<file path="config.mk">
export PLATFORM = sky130hd
export DESIGN_NAME = tmre_div
export DESIGN_NICKNAME = d
export VERILOG_FILES = /design/src/hdl/tmre_pkg.sv /design/src/hdl/tmre_div.sv
export SDC_FILE = /design/constraint.sdc
export NUM_CORES = 1
export LEC_CHECK = 0
export BUFFER_PORTS_ARGS = -buffer_cell sky130_fd_sc_hd__buf_2
export CORE_MARGIN = 2
export CORE_UTILIZATION = 45
export CTS_BUF_LIST = sky130_fd_sc_hd__clkbuf_8
export DETAILED_ROUTE_END_ITERATION = 16
export SLEW_MARGIN = 20
export SYNTH_ARGS = -nofsm -noshare
export SYNTH_HDL_FRONTEND = slang
export SYNTH_SLANG_ARGS = --single-unit
</file>
<file path="constraint.sdc">
create_clock -name clock -period 3.5 [get_ports clock]
set_clock_uncertainty 0.05 [all_clocks]
set_input_delay 0.7 -clock clock [delete_from_list [all_inputs] [get_ports clock]]
set_output_delay 0.7 -clock clock [all_outputs]
set_load 0.05 [all_outputs]
</file>
<file path="src/hdl/tmre_pkg.sv">
// Shared types and constants for the trimmed median rate estimator.
`timescale 1ns / 1ps

package tmre_pkg;

   localparam int US_W     = 32;
   localparam int RATE_W   = 20;
   localparam int COUNT_W  = 10;
   localparam int STEP_W   = $clog2(RATE_W);

   localparam logic [RATE_W-1:0] US_PER_SECOND = RATE_W'(1000000);
   localparam logic [RATE_W-1:0] RATE_MAX      = {RATE_W{1'b1}};

   typedef enum logic [3:0] {
      ST_INIT,
      ST_IDLE,
      ST_DIV,
      ST_SHIFT_RD,
      ST_SHIFT_CMP,
      ST_PLACE,
      ST_MED_RD,
      ST_RESP
   } state_type;

   typedef struct packed {
      logic busy;
      logic done;
   } div_status_type;

endpackage

</file>
<file path="src/hdl/tmre_div.sv">
// Iterative restoring divider that turns an upload time into a rate, one bit per cycle.
`timescale 1ns / 1ps

module tmre_div (
   input  logic                          clock,
   input  logic                          reset,
   input  logic                          start,
   input  logic [tmre_pkg::US_W-1:0]     divisor,
   output tmre_pkg::div_status_type      status,
   output logic [tmre_pkg::RATE_W-1:0]   quotient
);

   logic                              busy_ff,    busy_in;
   logic                              done_ff,    done_in;
   logic [tmre_pkg::STEP_W-1:0]       step_ff,    step_in;
   logic [tmre_pkg::RATE_W-1:0]       rem_ff,     rem_in;
   logic [tmre_pkg::RATE_W-1:0]       quo_ff,     quo_in;
   logic [tmre_pkg::US_W-1:0]         divisor_ff, divisor_in;

   logic [tmre_pkg::RATE_W:0]         trial;
   logic [tmre_pkg::US_W-1:0]         trial_ext;
   logic [tmre_pkg::US_W-1:0]         diff;
   logic                              fits;

   always_comb begin
      trial     = {rem_ff, tmre_pkg::US_PER_SECOND[step_ff]};
      trial_ext = tmre_pkg::US_W'(trial);
      fits      = trial_ext >= divisor_ff;
      diff      = trial_ext - divisor_ff;

      busy_in    = busy_ff;
      done_in    = 1'b0;
      step_in    = step_ff;
      rem_in     = rem_ff;
      quo_in     = quo_ff;
      divisor_in = divisor_ff;

      if (start) begin
         busy_in    = 1'b1;
         step_in    = tmre_pkg::STEP_W'(tmre_pkg::RATE_W - 1);
         rem_in     = '0;
         quo_in     = '0;
         divisor_in = divisor;
      end else if (busy_ff) begin
         rem_in = fits ? diff[tmre_pkg::RATE_W-1:0] : trial[tmre_pkg::RATE_W-1:0];
         quo_in = {quo_ff[tmre_pkg::RATE_W-2:0], fits};
         if (step_ff == '0) begin
            busy_in = 1'b0;
            done_in = 1'b1;
         end else begin
            step_in = step_ff - tmre_pkg::STEP_W'(1);
         end
      end
   end

   always_ff @(posedge clock) begin
      if (reset) begin
         busy_ff <= 1'b0;
         done_ff <= 1'b0;
      end else begin
         busy_ff <= busy_in;
         done_ff <= done_in;
      end
      step_ff    <= step_in;
      rem_ff     <= rem_in;
      quo_ff     <= quo_in;
      divisor_ff <= divisor_in;
   end

   assign status.busy = busy_ff;
   assign status.done = done_ff;
   assign quotient    = (divisor_ff == '0) ? tmre_pkg::RATE_MAX : quo_ff;

endmodule

</file>
==> reports/results.md, run 1 <==
| Item | Reported |
| --- | --- |
| Count of buffers from port buffering | 56 |
| Netlist area before placement | 4310 um2 |
| Initial DRT Pass Iterations | 5 |
| Reported net switching power | 0.586 mW |
| RSZ-0062 raised after global routing | no |
| FF-to-FF setup slack | 720 ps |
| CTS root buf | clkbuf_8 |
| Post-synthesis to final-layout area growth | 13.0% |
| N_diodes | 0 |
| Share of synthesized flip-flops with an asynchronous set or reset | 0 |
| Number of clock sinks | 80 |
| Cell count after synthesis | 449 |
| Most used cells in the layout excluding fill and tap cells | 57 x nor2_1, 56 x buf_2, 47 x dfxtp_1 |
| Vias in the first global route | 3076 |
| Hold buffer count at cts | 0 |
| Crit. Startpoint | divisor_ff[14] |
| Summed negative setup slack over all endpoints | 0 ps |
| Clock latency on the worst-skew pair | 340 ps |
| Relative max-transition margin | 0.482 |
| Max-capacitance violation count | 0 |
| Post-layout minimum cycle time | 2890 ps |
| Post-CTS setup buffer count | 0 |
| Status | finished clean |
| Peak per-stage delay on the critical path | 450 ps |
| Post-synthesis sequential area ratio | 0.446 |
| Count of final setup violators | 0 |
| Flip-flop and latch count after synthesis | 80 |
| Critical path cell sequence | nor4_1 -> nand4_1 -> nor3_1 -> buf_4 -> or2_2 -> buf_2 |
| Data required time at the worst endpoint | 2750 ps |
| CTS tree | built |
| Worst hold path startpoint | quo_ff[19] |
| Post-DR wirelength/cell | 14.0 um |
| Maximum number of pins on one net before global-route repair | 63 |
| Switching share of power | 0.282 |
| Global-route wire length before repair | 14.7 mm |
| Number of warnings issued by yosys | 0 |
| Post-detailed-placement half-perimeter wirelength | 6.57 mm |
| Standard-cell rows | 35 |
| Internal power consumption | 1.50 mW |
| CTS-repair resized insts | 0 |
| Vias | 3281 |
| Starting utilization of the core area | 0.464 |
| Core Region | 9280 um2 |
| Most used flip-flop cell after synthesis | dfxtp_1 |
| Share of power burned in combinational logic | 0.170 |
| Maximum clock path buffer count | 2 |
| Worst R2R Start | divisor_ff[0] |
| Overall routed net length | 8.89 mm |
| Number of buffers inserted during clock tree synthesis | 9 |
| Post-route DRC violation count | 0 |
| Mean Syn Cell Area | 9.59 um2 |
| Number of endpoints with negative hold slack in the final report | 0 |
| Antenna violations before repair | 0 |
| Die Y | 102 um |
| CP Buf/Inv Count | 2 |
| Count of flip-flops with a built-in enable after synthesis | 32 |
| Final design area excluding fillers | 4870 um2 |
| Class of the worst hold path | reg2reg |
| Per-cell via count in the routed design | 5.18 |
| Arrival time at the worst endpoint | 2140 ps |
| Horizontal die dimension | 102 um |
| Fraction of post-synthesis cell area in the top cell type by area | 0.223 |
| Layout filler cell count | 897 |
| Cell area after placement | 4670 um2 |
| Initial DRC Count | 182 |
| Most common cell after layout, fill and taps aside | nor2_1 |
| H-tree level count | 3 |
| Number of ports placed on the die boundary | 57 |
| Maximum frequency from static timing analysis | 347 MHz |
| NumNets Final | 559 |
| Cell leakage power | 2.15 nW |
| Peak supply drop | 0.233 mV |
| Grt total ovfl | 0 |
| Sort of element at the end of the critical path | output port |
| Number of routed nets with antenna violations | 0 |
| Area of the die | 10400 um2 |
| Final estimated routing congestion in global placement | 0.866 |
| Measured slew at the worst slew-check pin | 776 ps |
| Critical path type | reg2out |
| Overall Global Routing Usage | 0.181 |
| Portion of total power attributed to the clock network | 0.325 |
| Unique masters post-synth | 56 |
| Type of origin of the critical path | flip-flop |
| Clock Pin Slew Worst Setup and Hold Paths | 80 ps |
| Max Transition Viols Final | 0 |
| Main area contributors after synthesis | dfxtp_1 22%, edfxtp_1 22%, ha_1 6.7% |
| Part of the power in registers | 0.504 |
| Standard cell with the maximum stage delay on the critical path | nor4_1 |
| Final clock period utilization by the worst path | 0.824 |
| Share of final-layout standard cells stronger than drive strength 1 | 0.226 |
| Biggest area consumer among synthesized cells | dfxtp_1 |
| PD cells | 428 nW/um2 |
| Total nets after synthesis | 508 |
| Critical path fanouts, max | 20 |
| Crit-path leading delay family | simple AND/OR/NAND/NOR gates |
## cell type report
cell class | count | area (um2) | share of cell area
inverter | 31 | 121 | 0.0249
tap | 129 | 161 | 0.0332
multi-input combinational | 316 | 2140 | 0.440
clock buffer | 9 | 124 | 0.0255
clock inverter | 7 | 71.3 | 0.0147
sequential | 80 | 1920 | 0.395
timing repair buffer | 62 | 325 | 0.0669
## kinds of logic (layout without fill, tap and decap cells)
| kind of cell | count (synthesis) | after routing | share of synthesized area |
|---|---|---|---|
| and+or+nand+nor | 151 | 151 | 0.172 |
| AOI/OAI and AO/OA | 97 | 97 | 0.156 |
| DFF | 80 | 80 | 0.446 |
| buffers and inverters | 53 | 109 | 0.0572 |
| adders and majority gates | 24 | 24 | 0.0715 |
| muxes | 24 | 24 | 0.0561 |
| xor gates and xnor gates | 20 | 20 | 0.0407 |
## worst register-to-register path: stages (launching register included)
cell	delay [ps]
edfxtp_1	360
ha_1	170
inv_1	50
fa_1	410
a211oi_1	350
o211ai_2	150
nand4_1	120
a41o_1	430
buf_4	270
nor2_2	60
a21oi_1	160
a211oi_2	90
## per-stage QoR
step	hold WS, ps	total power, mW	util	setup WS (ps)	instances
final	442	2.08	0.524	615	634
after global routing	453	2.19	0.524	435	634
after floorplan	402	1.34	-	1160	449
after detailed placement	428	1.42	0.503	748	618
after global placement	415	1.42	0.503	801	618
after CTS	449	2.11	0.524	526	634
## synth_stat cells (2+ instances only)
master / n
a211o_1: 2
a211oi_1: 9
a211oi_2: 6
a21boi_0: 3
a21o_1: 8
a21oi_1: 26
a22oi_1: 2
a31oi_1: 3
a41oi_1: 2
and2_1: 2
and3_1: 2
buf_4: 3
buf_6: 4
clkbuf_1: 13
dfxtp_1: 48
edfxtp_1: 32
ha_1: 23
inv_1: 29
mux2i_1: 23
nand2_1: 20
nand2b_1: 8
nand3_1: 9
nand4_1: 8
nor2_1: 57
nor2_2: 3
nor3_1: 8
nor3b_1: 2
nor4_1: 7
o21a_1: 2
o21ai_0: 17
o21ai_1: 2
o221ai_1: 3
o22ai_1: 2
or2_2: 21
xnor2_1: 12
xor2_1: 8
## registers in the layout, summed over array words and instances, names as in the netlist
| name | flops |
|---|---|
| trial | 1 |
| busy_ff | 1 |
| rem_ff | 20 |
| step_ff | 5 |
| divisor_ff | 32 |
| done_ff | 1 |
| quo_ff | 20 |
## routing by layer
layer | share of wire | GRT usage | wire length (um) | up-vias
met5 | 0 | 0 | 0 | -
li1 | - | - | - | 1690
met3 | 0.040 | 0.0383 | 358 | 5
met4 | 0.010 | 0.0492 | 91 | 0
met1 | 0.49 | 0.253 | 4360 | 1525
met2 | 0.46 | 0.285 | 4080 | 61
## worst paths after layout
| kind | cells after the start | endpoint |
|---|---|---|
| min reg2reg | 2 | quo_ff[19] |
| max reg2reg | 11 | rem_ff[8] |
| max | 6 | quotient[9] |
| min | 2 | quo_ff[19] |
## power groups by stage
stage,clock (mW),sequential (mW),combinational (mW)
after floorplan,0,1.06,0.275
after global placement,0,1.07,0.350
after detailed placement,0,1.07,0.351
after CTS,0.702,1.05,0.353
after global routing,0.738,1.06,0.397
final,0.678,1.05,0.355
Note: power is estimated with default switching activity, not from simulation.
==> run 2: changes to the inputs <==
Settings changed: ABC_AREA set to 1.
Clock period 3.5 ns to 2.7 ns, I/O delays scaled along.
==> reports/results.md, run 2 <==
| Item | Reported |
| --- | --- |
| Hold buffer count at cts | 0 |
| Critical path type | reg2out |
| Clock latency on the worst-skew pair | 360 ps |
| Non-filler cells in the finished layout | 855 |
| Main area contributors after synthesis | dfxtp_1 20%, edfxtp_1 20%, nand2_1 14% |
| Number of endpoints with negative hold slack in the final report | 0 |
| Initial DRC Count | 249 |
| Number of buffers inserted during clock tree synthesis | 9 |
| Starting utilization of the core area | 0.463 |
| Total nets after synthesis | 719 |
| Max Transition Viols Final | 0 |
| Post-synthesis sequential area ratio | 0.404 |
| CP Buf/Inv Count | 4 |
| Per-cell via count in the routed design | 5.04 |
| Overall Global Routing Usage | 0.209 |
| Relative max-transition margin | 0.591 |
| Number of routed nets with antenna violations | 0 |
| Number of warnings issued by yosys | 0 |
| Largest regs | divisor_ff: 32 flops, quo_ff: 20 flops, rem_ff: 20 flops |
| Vias | 4310 |
| Peak per-stage delay on the critical path | 400 ps |
| Sort of element at the end of the critical path | output port |
| Netlist area before placement | 4750 um2 |
| Cell leakage power | 2.92 nW |
| Placed Cells incl. Taps | 834 |
| Unique masters post-synth | 32 |
| Biggest register | divisor_ff |
| Standard cell with the maximum stage delay on the critical path | edfxtp_1 |
| Share of synthesized flip-flops with an asynchronous set or reset | 0 |
| Post-route DRC violation count | 0 |
| Vias in the first global route | 3952 |
| Share of final-layout standard cells stronger than drive strength 1 | 0.166 |
| Peak supply drop | 0.292 mV |
| Grt total ovfl | 0 |
| Global-route wire length before repair | 18.8 mm |
| Core Region | 10300 um2 |
| Critical path cell sequence | inv_2 -> nand4_1 -> nor4_2 -> nand4_1 -> buf_6 -> buf_6 -> nand2_2 -> buf_8 |
| Summed negative setup slack over all endpoints | 0 ps |
| Post-layout worst setup margin | 45.9 ps |
| Die Y | 107 um |
| Maximum number of pins on one net before global-route repair | 42 |
| Count of flip-flops with a built-in enable after synthesis | 32 |
| Arrival time at the worst endpoint | 2060 ps |
| Most used cells in the layout excluding fill and tap cells | 166 x nand2_1, 114 x inv_1, 57 x nand3_1 |
| Post-detailed-placement half-perimeter wirelength | 8.47 mm |
| Post-synthesis to final-layout area growth | 18.3% |
| Mean Syn Cell Area | 7.20 um2 |
| Data required time at the worst endpoint | 2110 ps |
| Post-DR wirelength/cell | 14.0 um |
| Initial DRT Pass Iterations | 4 |
| Maximum clock path buffer count | 2 |
| Cell count after synthesis | 660 |
| Count of final setup violators | 0 |
| Critical path fanouts, max | 5 |
| Worst slack at placement | 299 ps |
| Measured slew at the worst slew-check pin | 613 ps |
| RSZ-0062 raised after global routing | yes |
| Number of ports placed on the die boundary | 57 |
| Standard-cell rows | 37 |
| CTS root buf | clkbuf_8 |
| Number of clock sinks | 80 |
| N_diodes | 0 |
| Count of buffers from port buffering | 56 |
| H-tree level count | 3 |
| Class of the worst hold path | in2reg |
| Most repeated cell in the gate-level netlist after synthesis | nand2_1 |
| Fraction of post-synthesis cell area in the top cell type by area | 0.202 |
| Flip-flop and latch count after synthesis | 80 |
| Most frequent cells after synthesis | 181 x nand2_1, 116 x inv_1, 57 x nand3_1 |
| Overall routed net length | 11.9 mm |
| Clock Pin Slew Worst Setup and Hold Paths | 90 ps |
| Antenna violations before repair | 0 |
| Max FFs per register | 32 |
| Horizontal die dimension | 107 um |
| Status | finished clean |
| Area of the die | 11400 um2 |
| Final clock period utilization by the worst path | 0.983 |
| Maximum frequency from static timing analysis | 377 MHz |
| PD cells | 496 nW/um2 |
| Biggest area consumer among synthesized cells | dfxtp_1 |
| Max-capacitance violation count | 0 |
| CTS tree | built |
| Type of origin of the critical path | flip-flop |
| Most common cell after layout, fill and taps aside | nand2_1 |
| Final estimated routing congestion in global placement | 0.937 |
| NumNets Final | 773 |
| Most used flip-flop cell after synthesis | dfxtp_1 |
| FF-to-FF setup slack | 320 ps |
| Crit-path leading delay family | simple AND/OR/NAND/NOR gates |
| Post-layout minimum cycle time | 2650 ps |
run 2: changes by cell type in the layout (fill, tap and decap cells not counted), moves of 13 or more:
cell     previous run  this run
nand2_1            20       166
inv_1              29       114
nand3_1             9        57
buf_2              56        36
nand2_2             0        19
nand4_1             8        26
mux2i_1            23         0
buf_8               0        13
or2_2              21         0
run 2: per-stage QoR:
| stage | utilization | power [mW] | instance area [um2] | hold slack (ps) |
|---|---|---|---|---|
| after floorplan | - | 1.69 | 4750 | 395 |
| final | 0.547 | 2.79 | 5620 | 287 |
| after global routing | 0.547 | 2.93 | 5620 | 284 |
| after detailed placement | 0.499 | 1.81 | 5120 | 410 |
| after global placement | 0.499 | 1.80 | 5120 | 406 |
| after CTS | 0.524 | 2.78 | 5390 | 273 |
run 2: area by class of cell:
cell class,instances,area (um2)
Clock buffer,10,138
Clock inverter,6,71.3
Fill cell,1024,4650
Inverter,117,439
Multi-Input combinational cell,438,2310
Sequential cell,80,1920
Tap cell,136,170
Timing Repair Buffer,68,576
run 2: cell families (layout without fill, tap and decap cells):
group,after synthesis,count (layout),synth area share
simple gates,341,341,0.320
compound gates,61,61,0.0658
fa+ha+maj,24,24,0.0648
xor+xnor,12,12,0.0221
buf+inv,142,201,0.123
flops,80,80,0.404
run 2: worst paths after layout:
check / from / end / cells after the start
max: divisor_ff[5] / quotient[18] / 8
min: reset / busy_ff / 2
max reg2reg: divisor_ff[0] / rem_ff[8] / 15
min reg2reg: quo_ff[17] / quo_ff[18] / 2
run 2: per-layer routing:
layer | GRT usage | wire length (um) | vias to the layer above
met4 | 0.0733 | 233 | 0
li1 | - | - | 2212
met1 | 0.307 | 6030 | 1966
met5 | 0 | 0 | -
met3 | 0.0347 | 591 | 19
met2 | 0.311 | 5070 | 113
run 2: report_power, final:
group          total [mW]  internal (mW)  switching (mW)
sequential           1.35           1.33          0.0278
combinational       0.490          0.165           0.326
clock               0.946          0.467           0.479
run 2: timing repair:
action                                  in CTS  in global routing
cloned                                       0                  3
pin swaps                                    0                  3
resized for setup                           21                 63
setup buffers                                0                  2
endpoints found under the setup margin      20                 20
run 2: worst reg2reg max path, delay by kind of cell (launching register included):
kind / cells / cell delay, ps
simple gates: 10 / 990
fa+ha+maj: 2 / 590
buf+inv: 3 / 320
flops: 1 / 360
==> run 3: changes to the inputs <==
Settings changed: CORE_UTILIZATION 45 to 50, PLACE_DENSITY set to 0.7.
==> reports/results.md, run 3 (synthesized netlist as in run 2, its figures left out) <==
| Item | Reported |
| --- | --- |
| Status | finished clean |
| Biggest register | divisor_ff |
| Post-route DRC violation count | 0 |
| Most used cells in the layout excluding fill and tap cells | 181 x nand2_1, 116 x inv_1, 57 x nand3_1 |
| Hold buffer count at cts | 0 |
| Initial DRT Pass Iterations | 5 |
| Final clock period utilization by the worst path | 0.945 |
| Post-synthesis to final-layout area growth | 12.7% |
| CTS root buf | clkbuf_8 |
| Post-layout worst setup margin | 149 ps |
| Initial DRC Count | 259 |
| Vias in the first global route | 3939 |
| Starting utilization of the core area | 0.514 |
| Placed Cells incl. Taps | 827 |
| Core Region | 9240 um2 |
| Peak per-stage delay on the critical path | 370 ps |
| Maximum frequency from static timing analysis | 392 MHz |
| CTS tree | built |
| Most prevalent standard cell on the critical path | nand4_1 |
| Layout filler cell count | 887 |
| Critical path cell sequence | inv_1 -> nand4_1 -> nor4_2 -> nand4_1 -> buf_4 -> nand2_1 -> clkbuf_4 |
| RSZ-0062 raised after global routing | no |
| Max Transition Viols Final | 0 |
| Die Y | 102 um |
| Data required time at the worst endpoint | 2110 ps |
| Non-filler cells in the finished layout | 843 |
| Per-cell via count in the routed design | 5.14 |
| Critical path type | reg2out |
| Measured slew at the worst slew-check pin | 496 ps |
| Area of the die | 10300 um2 |
| Final estimated routing congestion in global placement | 0.917 |
| Number of clock sinks | 80 |
| Number of ports placed on the die boundary | 57 |
| Relative max-transition margin | 0.669 |
| Share of final-layout standard cells stronger than drive strength 1 | 0.137 |
| Worst slack at placement | 303 ps |
| Count of final setup violators | 0 |
| Largest regs | divisor_ff: 32 flops, quo_ff: 20 flops, rem_ff: 20 flops |
| Count of buffers from port buffering | 56 |
| Maximum clock path buffer count | 2 |
| Max-capacitance violation count | 0 |
| Worst R2R Start | divisor_ff[11] |
| Grt total ovfl | 0 |
| Sort of element at the end of the critical path | output port |
| Type of origin of the critical path | flip-flop |
| Post-layout minimum cycle time | 2550 ps |
| Overall routed net length | 10.9 mm |
| Number of routed nets with antenna violations | 0 |
| Maximum number of pins on one net before global-route repair | 42 |
| Overall Global Routing Usage | 0.226 |
| Antenna violations before repair | 0 |
| Peak supply drop | 0.489 mV |
| Class of the worst hold path | in2reg |
| Horizontal die dimension | 102 um |
| Most common cell after layout, fill and taps aside | nand2_1 |
| NumNets Final | 768 |
| Critical path fanouts, max | 20 |
| Post-DR wirelength/cell | 12.9 um |
| Arrival time at the worst endpoint | 1960 ps |
| Clock Pin Slew Worst Setup and Hold Paths | 90 ps |
| Clock latency on the worst-skew pair | 350 ps |
| Crit. Startpoint | divisor_ff[4] |
| Worst hold path startpoint | reset |
| Global-route wire length before repair | 18.4 mm |
| Number of endpoints with negative hold slack in the final report | 0 |
| Standard cell with the maximum stage delay on the critical path | edfxtp_1 |
| Cell leakage power | 2.83 nW |
| H-tree level count | 3 |
| Post-detailed-placement half-perimeter wirelength | 8.05 mm |
| Vias | 4332 |
| Standard-cell rows | 35 |
| Summed negative setup slack over all endpoints | 0 ps |
| PD cells | 498 nW/um2 |
| Number of buffers inserted during clock tree synthesis | 9 |
| N_diodes | 0 |
| Max FFs per register | 32 |
==> run 3: changes by cell type in the layout (fill, tap and decap cells not counted), sizes merged <==
cell,change
clkinv,+1
clkbuf,+21
clkinvlp,+1
inv,-2
bufinv,-1
buf,-25
==> run 3: timing repair <==
| item | in CTS | in global routing |
|---|---|---|
| buffers inserted | 0 | 0 |
| pin swaps | 0 | 1 |
| endpoints found under the setup margin | 11 | 20 |
| gates resized for setup | 1 | 21 |
==> run 3: final timing paths <==
check | cells past startpoint | slack, ps | to
min | 2 | 290 | busy_ff
max | 7 | 150 | quotient[18]
min reg2reg | 2 | 430 | quo_ff[15]
max reg2reg | 12 | 190 | rem_ff[7]
==> run 3: metrics by stage <==
step | area [um2] | hold slack (ps) | power [mW] | utilization
floorplan | 4750 | 395 | 1.69 | -
global placement | 5100 | 405 | 1.79 | 0.552
detailed placement | 5100 | 414 | 1.80 | 0.552
CTS | 5310 | 282 | 2.67 | 0.574
global route | 5360 | 275 | 2.79 | 0.580
finish | 5360 | 291 | 2.67 | 0.580
==> run 3: per-layer routing <==
metal / global-route usage / up-vias / wire (um)
met4: 0.0707 / 0 / 178
met1: 0.329 / 1957 / 5250
met5: 0 / - / 0
met3: 0.0407 / 15 / 634
li1: - / 2201 / -
met2: 0.343 / 159 / 4830
==> run 3: cell type report <==
type / instances / area [um2] / share of cell area
multi-input combinational: 438 / 2260 / 0.421
sequential: 80 / 1920 / 0.359
inverter: 117 / 439 / 0.0820
timing repair buffer: 63 / 383 / 0.0714
tap: 129 / 161 / 0.0301
clock buffer: 11 / 151 / 0.0283
clock inverter: 5 / 45.0 / 0.00841
==> run 3: where the power goes <==
part / internal (mW) / switching, mW / total [mW] / leakage (nW)
registers: 1.33 / 0.0281 / 1.36 / 0.705
clock network: 0.399 / 0.477 / 0.877 / 0.0985
logic: 0.132 / 0.306 / 0.437 / 2.03
==> run 3: worst max-delay path, delay by kind of cell (launching register included) <==
| kind | cells | cell delay, ps |
|---|---|---|
| flip-flops | 1 | 370 |
| buffers and inverters | 3 | 570 |
| AND/OR/NAND/NOR | 4 | 680 |
